[src/hw/rtl/pcs_pkg.sv]
// ----------------------------------------------------------------------------
// Profile column scorer package
// Shared widths, request and register codes, and the divider handshake types.
// ----------------------------------------------------------------------------
package pcs_pkg;

	localparam int MAX_ALPHABET = 32;
	localparam int ENTRY_BITS   = 8;
	localparam int FREQ_BITS    = 16;

	localparam int RES_W    = $clog2(MAX_ALPHABET);
	localparam int CNT_W    = $clog2(MAX_ALPHABET + 1);
	localparam int TBL_AW   = 2 * RES_W;
	localparam int TBL_DEPTH = 1 << TBL_AW;

	localparam int ALPHA_W  = 6;
	localparam int SCALE_W  = 16;
	localparam int SCORE_W  = 32;
	localparam int CFG_DW   = 32;
	localparam int CFG_IW   = 2;
	localparam int SCALE_FRAC = 8;

	localparam int PROD_W   = FREQ_BITS + 1 + ENTRY_BITS;
	localparam int ACC_W    = PROD_W + RES_W;
	localparam int DVD_W    = ((ACC_W + SCALE_FRAC + 1) / 2) * 2;
	localparam int DIV_STEPS = DVD_W / 2;
	localparam int DIV_CW   = $clog2(DIV_STEPS);

	localparam logic REQ_MATRIX = 1'b0;
	localparam logic REQ_FREQ   = 1'b1;

	localparam logic [CFG_IW-1:0] CFG_ALPHABET = 2'd0;
	localparam logic [CFG_IW-1:0] CFG_SCALE    = 2'd1;
	localparam logic [CFG_IW-1:0] CFG_MASK     = 2'd2;

	localparam logic [ALPHA_W-1:0] ALPHA_RST = 6'd20;
	localparam logic [SCALE_W-1:0] SCALE_RST = 16'd256;

	typedef struct packed {
		logic                    start;
		logic signed [ACC_W-1:0] acc;
		logic [SCALE_W-1:0]      divisor;
	} div_cmd_t;

	typedef struct packed {
		logic                      done;
		logic signed [SCORE_W-1:0] score;
	} div_rsp_t;

endpackage

[src/hw/rtl/pcs_div.sv]
// ----------------------------------------------------------------------------
// Profile column scorer divider
// Restoring divider, two quotient bits per cycle, truncating and saturating.
// ----------------------------------------------------------------------------
module pcs_div import pcs_pkg::*; (
	input  logic     clk,
	input  logic     arst_n,
	input  div_cmd_t cmd,
	output div_rsp_t rsp
);

	logic                busy_q;
	logic                done_q;
	logic                neg_q;
	logic [DIV_CW-1:0]   cnt_q;
	logic [DVD_W-1:0]    quo_q;
	logic [SCALE_W-1:0]  rem_q;
	logic [SCALE_W-1:0]  dvs_q;

	logic [ACC_W-1:0]    mag;
	logic [SCALE_W:0]    r1, r2;
	logic                ge1, ge2;
	logic [SCALE_W-1:0]  rem1, rem2;
	logic [DVD_W-1:0]    quo1, quo2;
	logic                pos_ovf, neg_ovf;

	assign mag = cmd.acc[ACC_W-1] ? ACC_W'(-cmd.acc) : ACC_W'(cmd.acc);

	// two restoring steps per cycle
	always_comb begin
		r1   = {rem_q, quo_q[DVD_W-1]};
		ge1  = r1 >= {1'b0, dvs_q};
		rem1 = ge1 ? SCALE_W'(r1 - {1'b0, dvs_q}) : r1[SCALE_W-1:0];
		quo1 = {quo_q[DVD_W-2:0], ge1};
		r2   = {rem1, quo1[DVD_W-1]};
		ge2  = r2 >= {1'b0, dvs_q};
		rem2 = ge2 ? SCALE_W'(r2 - {1'b0, dvs_q}) : r2[SCALE_W-1:0];
		quo2 = {quo1[DVD_W-2:0], ge2};
	end

	always_ff @(posedge clk or negedge arst_n) begin
		if (!arst_n) begin
			busy_q <= 1'b0;
			done_q <= 1'b0;
			cnt_q  <= '0;
		end else begin
			done_q <= 1'b0;
			if (cmd.start) begin
				busy_q <= 1'b1;
				cnt_q  <= '0;
			end else if (busy_q) begin
				cnt_q <= cnt_q + DIV_CW'(1);
				if (cnt_q == DIV_CW'(DIV_STEPS - 1)) begin
					busy_q <= 1'b0;
					done_q <= 1'b1;
				end
			end
		end
	end

	always_ff @(posedge clk) begin
		if (cmd.start) begin
			neg_q <= cmd.acc[ACC_W-1];
			dvs_q <= cmd.divisor;
			rem_q <= '0;
			quo_q <= DVD_W'(mag) << SCALE_FRAC;
		end else if (busy_q) begin
			rem_q <= rem2;
			quo_q <= quo2;
		end
	end

	// saturate the signed quotient to the score range
	assign pos_ovf = |quo_q[DVD_W-1:SCORE_W-1];
	assign neg_ovf = (|quo_q[DVD_W-1:SCORE_W]) ||
	                 (quo_q[SCORE_W-1] && (|quo_q[SCORE_W-2:0]));

	always_comb begin
		rsp.done = done_q;
		if (neg_q) begin
			rsp.score = neg_ovf ? {1'b1, {(SCORE_W-1){1'b0}}} : -quo_q[SCORE_W-1:0];
		end else begin
			rsp.score = pos_ovf ? {1'b0, {(SCORE_W-1){1'b1}}} : quo_q[SCORE_W-1:0];
		end
	end

endmodule

[config.mk]
export PLATFORM = sky130hd
export DESIGN_NAME = pcs_div
export DESIGN_NICKNAME = d
export VERILOG_FILES = /design/src/hw/rtl/pcs_pkg.sv /design/src/hw/rtl/pcs_div.sv
export SDC_FILE = /design/constraint.sdc
export NUM_CORES = 1
export LEC_CHECK = 0
export BUFFER_PORTS_ARGS = -buffer_cell sky130_fd_sc_hd__buf_2
export CAP_MARGIN = 20
export CORE_ASPECT_RATIO = 1.5
export CORE_UTILIZATION = 43
export CTS_CLUSTER_DIAMETER = 100
export DETAILED_ROUTE_END_ITERATION = 10
export GPL_TIMING_DRIVEN = 0
export MAX_ROUTING_LAYER = met4
export PLACE_DENSITY = 0.69
export SLEW_MARGIN = 20
export SYNTH_ARGS = -nofsm -noshare
export SYNTH_HDL_FRONTEND = slang
export SYNTH_SLANG_ARGS = --single-unit
[constraint.sdc]
create_clock -name clk -period 5.75 [get_ports clk]
set_clock_uncertainty 0.15 [all_clocks]
set_input_delay 0.2875 -clock clk [delete_from_list [all_inputs] [get_ports clk]]
set_output_delay 0.2875 -clock clk [all_outputs]
set_load 0.05 [all_outputs]
==> summary.txt, run 1 <==
Status
  • Status: complete, no violations

Logic synthesis
  • Ys async rst share: 8.974%
  • Top-area cell type share of the netlist area: 21.97%
  • Post-synth EDFFs: 47
  • Synth Register Bits: 78
  • Syn_area_per_cell: 8.142 um^2
  • Syn Std Cell Area: 6424 um^2
  • Syn nets: 876
  • Most frequent cell after synthesis: nand2_1
  • Top post-synthesis cells by area: edfxtp_1, dfxtp_1, ha_1
  • Sequential area share after synthesis: 32.18%
  • Synth cell types: 60
  • Top cell type by total area after synthesis: edfxtp_1
  • Top_reg_cell synth: edfxtp_1
  • Gate Count Post-Synth: 789
  • Commonest cells in the netlist: nand2_1, nor2_1, a21oi_1
  • Synth warnings: 0

Routing
  • DRT iter0 DRCs: 308
  • Drt first pass iters: 5
  • Antenna violation net count after detailed routing: 0
  • DRC violations left: 0
  • Routed WL: 18.43 mm
  • Routed via count: 6218
  • WL/cell: 16.71 um
  • Vias/cell: 5.637

Cells and area
  • Share of cells above drive strength 1: 14.55%
  • Fill cell count: 1459
  • Finished Layout Cells: 1103
  • Multi-input logic area: 4043 um^2
  • Sequential standard cell area: 2067 um^2
  • Number of inserted diodes: 0
  • Final Net Count: 989
  • Area delta synth->final: 19.13%
  • Post-Route Utilization: 52.43%

Global route
  • Gr usage total: 25.38%
  • Vias in the first global route: 5786
  • Pin count of the biggest net entering global routing: 31
  • GRT overflow: 0
  • First-pass GRT wire length: 29.01 mm
  • Initial antenna violation count: 0

Die
  • Die Ht: 151.7 um
  • Initial Util: 44.02%
  • Die W: 101.8 um
  • Top Ports: 82
  • Die ar.: 15440 um^2
  • Core ar.: 14590 um^2
  • Num rows: 54

Setup path
  • WP data arrival: 5.42 ns
  • Worst Path Required: 5.81 ns
  • CP Max Fanout: 10
  • Crit Path Class: flip-flop to flip-flop
  • Worst Setup Start Kind: flip-flop
  • Crit path capture type: flip-flop

Power and ir drop
  • Peak VDD IR: 0.2044 mV
  • Pleak: 3.290 nW
  • Tot Pwr: 3.330 mW
  • Power density of the placed cells: 435.2 nW/um^2

Clock tree
  • Max Buffers Root-to-Sink: 2
  • Clock transition at the registers of the reported paths: 0.06 ns
  • Clk sink count: 78
  • H-tree Lvls: 3
  • CTS Buf Count: 9
  • CTS tree: yes
  • Clock root buffer: clkbuf_16
  • Skew-Pair Late Insertion Delay: 0.35 ns

STA
  • Final setup viols: 0
  • Final period util: 93.21%
  • Final hold violation count: 0
  • RSZ-0062 raised after global routing: false
  • Least-Margin Pin Slew: 1.034 ns
  • Slew HR: 30.16%
  • Achievable frequency: 186.6 MHz
  • Post-layout minimum cycle time: 5.360 ns
  • Max-slew violation count: 0

Placement
  • GP Congestion: 0.9839
  • Placed insts: 1066
  • I/O Buffers: 81
  • Post-DP HPWL: 14.16 mm

Run
  • Max_cap viols: 0

Worst hold path
  • Hold Crit Class: input port to flip-flop
## timing repair
action / 4_1_cts / 5_1_grt
resized for setup: 7 / 18
hold buffers: 17 / 0
pin swaps: 0 / 3
hold endpoints to repair: 23 / 0
buffers inserted: 0 / 4
gates cloned: 0 / 0
setup endpoints to repair: 17 / 16
## worst max-delay path: stages (launching register included)
cell,delay (ns)
edfxtp_1,0.35
inv_1,0.10
ha_1,0.30
o211ai_1,0.19
a21o_1,0.17
a31oi_2,0.21
or3b_2,0.53
a21oi_4,0.31
buf_4,0.25
nand2_1,0.06
o21ai_0,0.16
ha_2,0.41
a21o_1,0.19
a21oi_1,0.23
nand2b_1,0.13
o21ai_2,0.19
a31oi_1,0.14
o21a_1,0.23
nor3_4,0.37
buf_4,0.28
nand3_1,0.10
o311ai_0,0.16
## area by class of cell
cell class / count / area share [%]
multi-input combinational: 625 / 52.83
sequential: 78 / 27.01
timing repair buffer: 102 / 7.914
clock buffer: 12 / 3.777
tap: 196 / 3.205
buffer: 42 / 2.714
inverter: 44 / 2.158
clock inverter: 4 / 0.3924
## logic make-up (layout without fill, tap and decap cells)
family / Yosys count / in the layout / share of synthesized area (%)
adders and majority gates: 38 / 38 / 7.635
buffers and inverters: 86 / 204 / 5.532
and+or+nand+nor: 286 / 286 / 21.15
AOI/OAI and AO/OA: 227 / 227 / 22.95
muxes: 20 / 20 / 3.194
DFF: 78 / 78 / 32.18
xor gates and xnor gates: 54 / 54 / 7.363
## where the power goes
group / internal [mW] / total (mW) / leakage, nW / switching [mW]
Sequential: 0.693 / 0.783 / 0.787 / 0.0902
Clock: 0.361 / 0.614 / 0.161 / 0.253
Combinational: 0.798 / 1.93 / 2.34 / 1.14
## path summary, 6_finish.rpt
kind | endpoint | slack [ns] | startpoint | depth (start not counted)
setup / recovery | rem_q[9] | 0.39 | dvs_q[2] | 21
hold / removal | neg_q | 0.05 | cmd[45] | 1
setup reg to reg | rem_q[9] | 0.39 | dvs_q[2] | 21
hold reg to reg | rem_q[4] | 0.36 | rem_q[4] | 2
max in group asynchronous | busy_q | 5.14 | arst_n | 2
min in group asynchronous | cnt_q[1] | 0.15 | arst_n | 2
## metrics by stage
stage	worst slack, ns	cell area [um^2]	hold slack, ns	setup TNS [ns]
after floorplan	0.7376	6424	-0.1581	0
after global placement	-0.7897	7074	-0.02035	-10.86
after detailed placement	-0.8320	7074	-0.02145	-11.29
after CTS	0.003701	7587	0.03964	0
after global routing	0.01779	7652	0.04991	0
final	0.3904	7652	0.05243	0
## routing by layer
layer  up-vias  share of wire (%)  global-route usage, %
li1       3098                  -                      -
met5         -                  0                      -
met3        58                3.9                  3.349
met4         0                4.2                  11.88
met2       182                 54                  46.79
met1      2880                 38                  26.32
## placed cells by master (no fill, tap or decap), types with 4 or more instances in the layout
cell           Yosys  final
a211oi_1          10     10
a21o_1            16     16
a21oi_1           67     65
a22o_1            25     25
a31oi_1           15     14
and3_1             5      5
buf_1              7      7
buf_2              2     82
buf_4              2      9
buf_6              3      4
clkbuf_1          28     25
clkbuf_16          0     11
dfrtp_1            7      7
dfxtp_1           24     24
dlygate4sd3_1      0     17
edfxtp_1          47     47
ha_1              36     35
inv_1             44     43
mux2_2             4      4
mux2i_1           16     16
nand2_1           91     91
nand2b_1           9      9
nand3_1           25     25
nand4_1            9      9
nor2_1            88     88
nor3_1            16     16
nor4_1             5      5
o21a_1             5      5
o21ai_0           46     44
o311ai_0           6      6
o31ai_1            9      9
o41ai_1            9      8
or2_2              4      4
or3_1              9      9
or4_1              5      5
xnor2_1           38     38
xor2_1            16     16
## registers in the layout (all words and copies together), names as in the netlist
name and count:
quo_q 38, dvs_q 16, rem_q 16, cnt_q 5
busy_q 1, done_q 1, neg_q 1
Power figures use the tool's default switching activity.
==> run 2: changes to the inputs <==
==> constraint.sdc (replaced) <==
create_clock -name clk -period 5.75 [get_ports clk]
set_clock_uncertainty 0.15 [all_clocks]
set_input_delay 0.8625 -clock clk [delete_from_list [all_inputs] [get_ports clk]]
set_output_delay 0.8625 -clock clk [all_outputs]
set_load 0.05 [all_outputs]
==> run 2 against run 1 <==
Compared with the run above:
- clock power about the same
- total power decreased by 0.29%
- sequential power about the same
- register-to-register slack got worse by 0.02 ns
- largest cell class unchanged
==> summary.txt, run 2 (synthesis gave the netlist of run 1 again) <==
Worst hold path
  • Hold Crit Class: input port to async pin (was input port to flip-flop)

Setup path
  • Crit-path cells: inv_1, ha_1, o211ai_1, a21o_1, a31oi_2, or3b_2, a21oi_4, buf_4, nand2_1, o21ai_0, ha_2, a21o_1, a21oi_1, nand2b_1, o21ai_2, a31oi_1, o21a_1, nor3_4, buf_4, nand3_1, o311ai_0 (unchanged)
  • Crit path max-delay cell type: or3b_2 (unchanged)
  • Crit path capture type: flip-flop (unchanged)
  • FF-to-FF End: rem_q[9] (unchanged)
  • R2R Setup Slk: 0.37 ns (was 0.39 ns)
  • Slowest cell delay on critical path: 0.53 ns (about the same)
  • WP data arrival: 5.44 ns (was 5.42 ns)
  • Reg2Reg Depth: 21 (unchanged)
  • Worst Setup Start Kind: flip-flop (unchanged)
  • CP Max Fanout: 10 (unchanged)
  • WP buf/inv: 3 (unchanged)
  • Worst Path Required: 5.81 ns (about the same)
  • Top delay family on crit path: compound AO/OA/AOI/OAI gates (unchanged)
  • Crit Path Class: flip-flop to flip-flop (unchanged)
  • RR Startpoint: dvs_q[2] (unchanged)

Clock tree
  • CTS tree: yes (unchanged)
  • H-tree Lvls: 3 (unchanged)
  • Hold buffers post-CTS: 0 (was 17)
  • Max Buffers Root-to-Sink: 2 (unchanged)
  • Clock transition at the registers of the reported paths: 0.06 ns (about the same)
  • Skew-Pair Late Insertion Delay: 0.35 ns (about the same)
  • CTS Buf Count: 9 (unchanged)
  • Clock root buffer: clkbuf_16 (unchanged)
  • Clk sink count: 78 (unchanged)

Die
  • Die Ht: 151.7 um (unchanged)
  • Die W: 101.8 um (unchanged)
  • Top Ports: 82 (unchanged)
  • Core ar.: 14590 um^2 (unchanged)
  • Die ar.: 15440 um^2 (unchanged)
  • Num rows: 54 (unchanged)
  • Initial Util: 44.02% (unchanged)

Cells and area
  • Post-Route Utilization: 51.27% (was 52.43%)
  • Finished Layout Cells: 1086 (was 1103)
  • Area delta synth->final: 16.48% (was 19.13%)
  • Biggest register: quo_q (unchanged)
  • Most common cell after layout, fill and taps aside: nand2_1 (unchanged)
  • Largest regs: quo_q x38, dvs_q x16, rem_q x16 (unchanged)
  • Max reg flops: 38 (unchanged)
  • Final Net Count: 972 (was 989)
  • Most frequent cells in the layout: nand2_1, nor2_1, buf_2, a21oi_1, edfxtp_1 (unchanged)
  • Share of cells above drive strength 1: 14.83% (was 14.55%)
  • Number of inserted diodes: 0 (unchanged)

STA
  • Slew HR: 28.61% (was 30.16%)
  • Max-slew violation count: 0 (unchanged)
  • Final setup viols: 0 (unchanged)
  • Setup TNS Final: 0 ns (unchanged)
  • RSZ-0062 raised after global routing: false (unchanged)
  • Post-layout minimum cycle time: 5.380 ns (was 5.360 ns)
  • Final worst slack: 0.3703 ns (was 0.3904 ns)
  • Achievable frequency: 185.9 MHz (was 186.6 MHz)
  • Final period util: 93.56% (was 93.21%)
  • Least-Margin Pin Slew: 1.056 ns (was 1.034 ns)
  • Final hold violation count: 0 (unchanged)

Global route
  • GRT Max-Usage Layer: met2 (unchanged)
  • Initial antenna violation count: 0 (unchanged)
  • GRT overflow: 0 (unchanged)
  • Pin count of the biggest net entering global routing: 31 (unchanged)
  • Met1 GRT Util: 26.09% (was 26.32%)
  • Vias in the first global route: 5717 (was 5786)
  • Gr usage total: 25.22% (was 25.38%)
  • Met2 usage: 46.52% (was 46.79%)
  • Met3 Use GR: 3.349% (unchanged)
  • First-pass GRT wire length: 28.77 mm (was 29.01 mm)

Routing
  • Vias/cell: 5.617 (was 5.637)
  • DRC violations left: 0 (unchanged)
  • Routed WL: 18.32 mm (was 18.43 mm)
  • WL/cell: 16.87 um (was 16.71 um)
  • Drt first pass iters: 5 (unchanged)
  • Antenna violation net count after detailed routing: 0 (unchanged)
  • DRT iter0 DRCs: 328 (was 308)
  • Routed via count: 6100 (was 6218)

Status
  • Status: complete, no violations (unchanged)

Power and ir drop
  • Gate power share: 58.0% (was 58.1%)
  • Pleak: 3.219 nW (was 3.290 nW)
  • Power share of the clock group: 18.4% (about the same)
  • Internal power: 1.844 mW (was 1.851 mW)
  • Tot Pwr: 3.321 mW (was 3.330 mW)
  • Sw frac: 44.47% (was 44.41%)
  • Peak VDD IR: 0.2036 mV (was 0.2044 mV)
  • Reg power frac: 23.6% (was 23.5%)
  • NetSw: 1.477 mW (was 1.479 mW)
  • Power density of the placed cells: 443.8 nW/um^2 (was 435.2 nW/um^2)

Placement
  • I/O Buffers: 81 (unchanged)
  • Post-DP HPWL: 14.16 mm (unchanged)
  • Pre-CTS setup slack: -0.8320 ns (unchanged)
  • GP Congestion: 0.9839 (unchanged)
  • Placed insts: 1066 (unchanged)

Run
  • Max_cap viols: 0 (unchanged)
[run 2: cell types whose count changed in the layout (fill, tap and decap cells not counted)]
cell,change
dlygate4sd3_1,-17
[run 2: worst max-delay path by stage]
stage / from / end / slack, ns / cells after the start
6_report: dvs_q[2] / rem_q[9] / 0.37 / 21
5_1_grt: dvs_q[2] / rem_q[1] / 0.02 / 21
4_1_cts: dvs_q[2] / rem_q[9] / 0.004 / 19
3_5_place_dp: dvs_q[2] / rem_q[9] / -0.83 / 20
3_3_place_gp: dvs_q[1] / rem_q[0] / -0.79 / 20
2_1_floorplan: dvs_q[12] / rem_q[5] / 0.74 / 21
[run 2: routing by layer]
| metal | part of all wire (%) | wire (um) |
|---|---|---|
| met5 | 0 | 0 |
| met3 | 3.7 | 670 |
| met2 | 54 | 9844 |
| met4 | 3.9 | 711 |
| met1 | 39 | 7089 |
[run 2: cell type report]
class / count / area, um^2
timing repair buffer: 85 / 435.4
inverter: 44 / 165.2
sequential: 78 / 2067
clock buffer: 12 / 289.0
clock inverter: 4 / 30.03
fill: 1469 / 7112
multi-input combinational: 625 / 4043
tap: 196 / 245.2
buffer: 42 / 207.7
[run 2: power by group through the flow]
stage          logic (mW)  clock network, mW  registers [mW]
2_1_floorplan        1.42                  0           0.760
3_3_place_gp         1.78                  0           0.789
3_5_place_dp         1.80                  0           0.791
4_1_cts              1.84              0.619           0.781
5_1_grt              2.11              0.643           0.795
6_report             1.93              0.611           0.783
[run 2: what timing repair did]
action,CTS,global route
setup buffers,0,4
endpoints found under the setup margin,17,16
pin swaps,0,3
gates resized for setup,7,18
[run 2: through the flow]
step	cell area, um^2	hold slack, ns
floorplan	6424	0.3134
global placement	7074	0.3386
detailed placement	7074	0.3409
CTS	7417	0.1886
global route	7482	0.1969
finish	7482	0.1897
[run 2: worst register-to-register path: cells and delay by family (launching register included)]
family / cells / cell delay, ns
flops: 1 / 0.35
compound gates: 11 / 2.18
buf+inv: 3 / 0.63
fa+ha+maj: 2 / 0.71
simple gates: 5 / 1.20
==> run 3: changes to the inputs <==
--- a/config.mk
+++ b/config.mk
@@ -9,11 +9,13 @@
 export CAP_MARGIN = 20
 export CORE_ASPECT_RATIO = 1.5
 export CORE_UTILIZATION = 43
+export CTS_BUF_LIST = sky130_fd_sc_hd__clkbuf_4
 export CTS_CLUSTER_DIAMETER = 100
 export DETAILED_ROUTE_END_ITERATION = 10
 export GPL_TIMING_DRIVEN = 0
 export MAX_ROUTING_LAYER = met4
 export PLACE_DENSITY = 0.69
+export RECOVER_POWER = 100
 export SLEW_MARGIN = 20
 export SYNTH_ARGS = -nofsm -noshare
 export SYNTH_HDL_FRONTEND = slang
==> run 3 against run 2 <==
Compared with the run above:
- critical path depth down 9
- cell area down 2.4%
- clock power down 35%
- largest power group unchanged
- sequential power about the same
- via count up 0.70%
- largest cell class unchanged
- sequential cell count unchanged
- non-clock buffer count down 1
- global-route usage down 0.28 points
- count of clock-buffer cells in the layout down 3
- highest routed layer unchanged
==> summary.txt, run 3 (synthesis gave the netlist of run 1 again) <==
STA
  • Final worst slack: 0.2891 ns (was 0.3703 ns)
  • Final hold violation count: 0 (unchanged)
  • Slew HR: 17.04% (was 28.61%)
  • WHS: 0.1291 ns (was 0.1897 ns)
  • Least-Margin Pin Slew: 1.244 ns (was 1.056 ns)
  • Final period util: 94.97% (was 93.56%)
  • Max-slew violation count: 0 (unchanged)
  • RSZ-0062 raised after global routing: false (unchanged)
  • Post-layout minimum cycle time: 5.461 ns (was 5.380 ns)
  • Achievable frequency: 183.1 MHz (was 185.9 MHz)
  • Final setup viols: 0 (unchanged)

Status
  • Status: complete, no violations (unchanged)

Setup path
  • Crit path max-delay cell type: or4b_4 (was or3b_2)
  • Worst Path Required: 4.74 ns (was 5.81 ns)
  • CP Max Fanout: 10 (unchanged)
  • Crit-path cells: nor4_4, and2b_1, nand4b_1, or4b_4, or4b_4, o41ai_2, and2b_1, buf_4, buf_6, nand2_1, a21oi_1, clkbuf_1 (was inv_1, ha_1, o211ai_1, a21o_1, a31oi_2, or3b_2, a21oi_4, buf_4, nand2_1, o21ai_0, ha_2, a21o_1, a21oi_1, nand2b_1, o21ai_2, a31oi_1, o21a_1, nor3_4, buf_4, nand3_1, o311ai_0)
  • Crit Path Class: flip-flop to output pin (was flip-flop to flip-flop)
  • WP data arrival: 4.45 ns (was 5.44 ns)
  • Crit path capture type: output pin (was flip-flop)
  • Slowest cell delay on critical path: 0.64 ns (was 0.53 ns)
  • Worst Setup Start Kind: flip-flop (unchanged)

Cells and area
  • Largest regs: quo_q x38, dvs_q x16, rem_q x16 (unchanged)
  • Fill cell count: 1513 (was 1469)
  • Sequential standard cell area: 2067 um^2 (unchanged)
  • Final Net Count: 971 (was 972)
  • Area delta synth->final: 13.65% (was 16.48%)
  • Finished Layout Cells: 1086 (unchanged)
  • Biggest register: quo_q (unchanged)
  • Max reg flops: 38 (unchanged)
  • Multi-input logic area: 4046 um^2 (was 4043 um^2)
  • Post-Route Utilization: 50.03% (was 51.27%)
  • Most common cell after layout, fill and taps aside: nand2_1 (unchanged)
  • Share of cells above drive strength 1: 12.37% (was 14.83%)
  • Most frequent cells in the layout: nand2_1, nor2_1, a21oi_1, buf_2 (was nand2_1, nor2_1, buf_2, a21oi_1, edfxtp_1)

Die
  • Die W: 101.8 um (unchanged)
  • Die Ht: 151.7 um (unchanged)
  • Initial Util: 44.02% (unchanged)
  • Top Ports: 82 (unchanged)
  • Die ar.: 15440 um^2 (unchanged)
  • Num rows: 54 (unchanged)
  • Core ar.: 14590 um^2 (unchanged)

Run
  • Max_cap viols: 0 (unchanged)

Placement
  • GP Congestion: 0.9839 (unchanged)
  • I/O Buffers: 81 (unchanged)
  • Pre-CTS setup slack: -0.8320 ns (unchanged)
  • Post-DP HPWL: 14.16 mm (unchanged)
  • Placed insts: 1066 (unchanged)

Clock tree
  • H-tree Lvls: 3 (unchanged)
  • CTS Buf Count: 9 (unchanged)
  • Max Buffers Root-to-Sink: 2 (unchanged)
  • Clk sink count: 78 (unchanged)
  • CTS tree: yes (unchanged)
  • Clock transition at the registers of the reported paths: 0.14 ns (was 0.06 ns)
  • Skew-Pair Late Insertion Delay: 0.45 ns (was 0.35 ns)
  • Clock root buffer: clkbuf_4 (was clkbuf_16)

Global route
  • Pin count of the biggest net entering global routing: 31 (unchanged)
  • GRT overflow: 0 (unchanged)
  • First-pass GRT wire length: 28.59 mm (was 28.77 mm)
  • Gr usage total: 24.94% (was 25.22%)
  • Vias in the first global route: 5712 (was 5717)
  • Initial antenna violation count: 1 (was 0)

Power and ir drop
  • Peak VDD IR: 0.1920 mV (was 0.2036 mV)
  • Pleak: 3.089 nW (was 3.219 nW)
  • Tot Pwr: 3.092 mW (was 3.321 mW)
  • Power density of the placed cells: 423.5 nW/um^2 (was 443.8 nW/um^2)

Routing
  • Vias/cell: 5.657 (was 5.617)
  • DRT iter0 DRCs: 392 (was 328)
  • Antenna violation net count after detailed routing: 0 (unchanged)
  • WL/cell: 16.67 um (was 16.87 um)
  • Drt first pass iters: 5 (unchanged)
  • DRC violations left: 0 (unchanged)
  • Routed WL: 18.11 mm (was 18.32 mm)
  • Routed via count: 6143 (was 6100)

Worst hold path
  • Hold Crit Class: input port to async pin (unchanged)
-- run 3: changes by cell type in the layout (fill, tap and decap cells not counted), sizes merged --
cell / change
bufinv: +2
buf: -36
inv: +1
clkbuf: +32
diode: +1
-- run 3: area by class of cell --
cell class	count	share of cell area [%]
Tap cell	196	3.359
Antenna cell	1	0.03428
Sequential cell	78	28.31
Buffer	42	2.896
Clock buffer	9	0.9255
Timing Repair Buffer	84	5.501
Multi-Input combinational cell	625	55.42
Inverter	44	2.262
Clock inverter	7	1.285
-- run 3: worst paths after layout --
check / slack [ns] / cells after the start / end / startpoint
setup / recovery: 0.29 / 12 / rsp[4] / quo_q[10]
hold / removal: 0.13 / 1 / done_q / arst_n
setup reg to reg: 0.38 / 21 / rem_q[9] / dvs_q[2]
hold reg to reg: 0.37 / 2 / rem_q[4] / rem_q[4]
max in group asynchronous: 5.05 / 1 / cnt_q[3] / arst_n
min in group clk: 0.37 / 2 / rem_q[4] / rem_q[4]
-- run 3: per-layer routing --
metal | track usage, % | wire (um) | vias up
met1 | 25.75 | 6978 | 2838
met2 | 45.88 | 9559 | 188
met5 | - | 0 | -
li1 | - | - | 3056
met4 | 11.81 | 840 | 0
met3 | 3.532 | 727 | 61
-- run 3: what timing repair did --
| item | in CTS | in global routing |
|---|---|---|
| hold buffers | 0 | 0 |
| setup buffers | 0 | 3 |
| endpoints found under the setup margin | 17 | 16 |
| pin swaps | 0 | 4 |
| gates resized for setup | 7 | 21 |
-- run 3: metrics by stage --
stage | setup TNS, ns | instance area [um^2]
2_1_floorplan | 0 | 6424
3_3_place_gp | -10.86 | 7074
3_5_place_dp | -11.29 | 7074
4_1_cts | 0 | 7257
5_1_grt | 0 | 7301
6_report | 0 | 7301
-- run 3: where the power goes --
part | switching (mW) | internal (mW) | leakage, nW
sequential | 0.0905 | 0.692 | 0.787
combinational | 1.13 | 0.779 | 2.21
clock | 0.220 | 0.179 | 0.0919
total | 1.44 | 1.65 | 3.09
-- run 3: worst max-delay path: cells and delay by family (launching register included) --
family                 cells  cell delay [ns]
and+or+nand+nor            7             2.28
buffers and inverters      3             0.82
DFF                        1             0.51
AOI/OAI and AO/OA          2             0.40
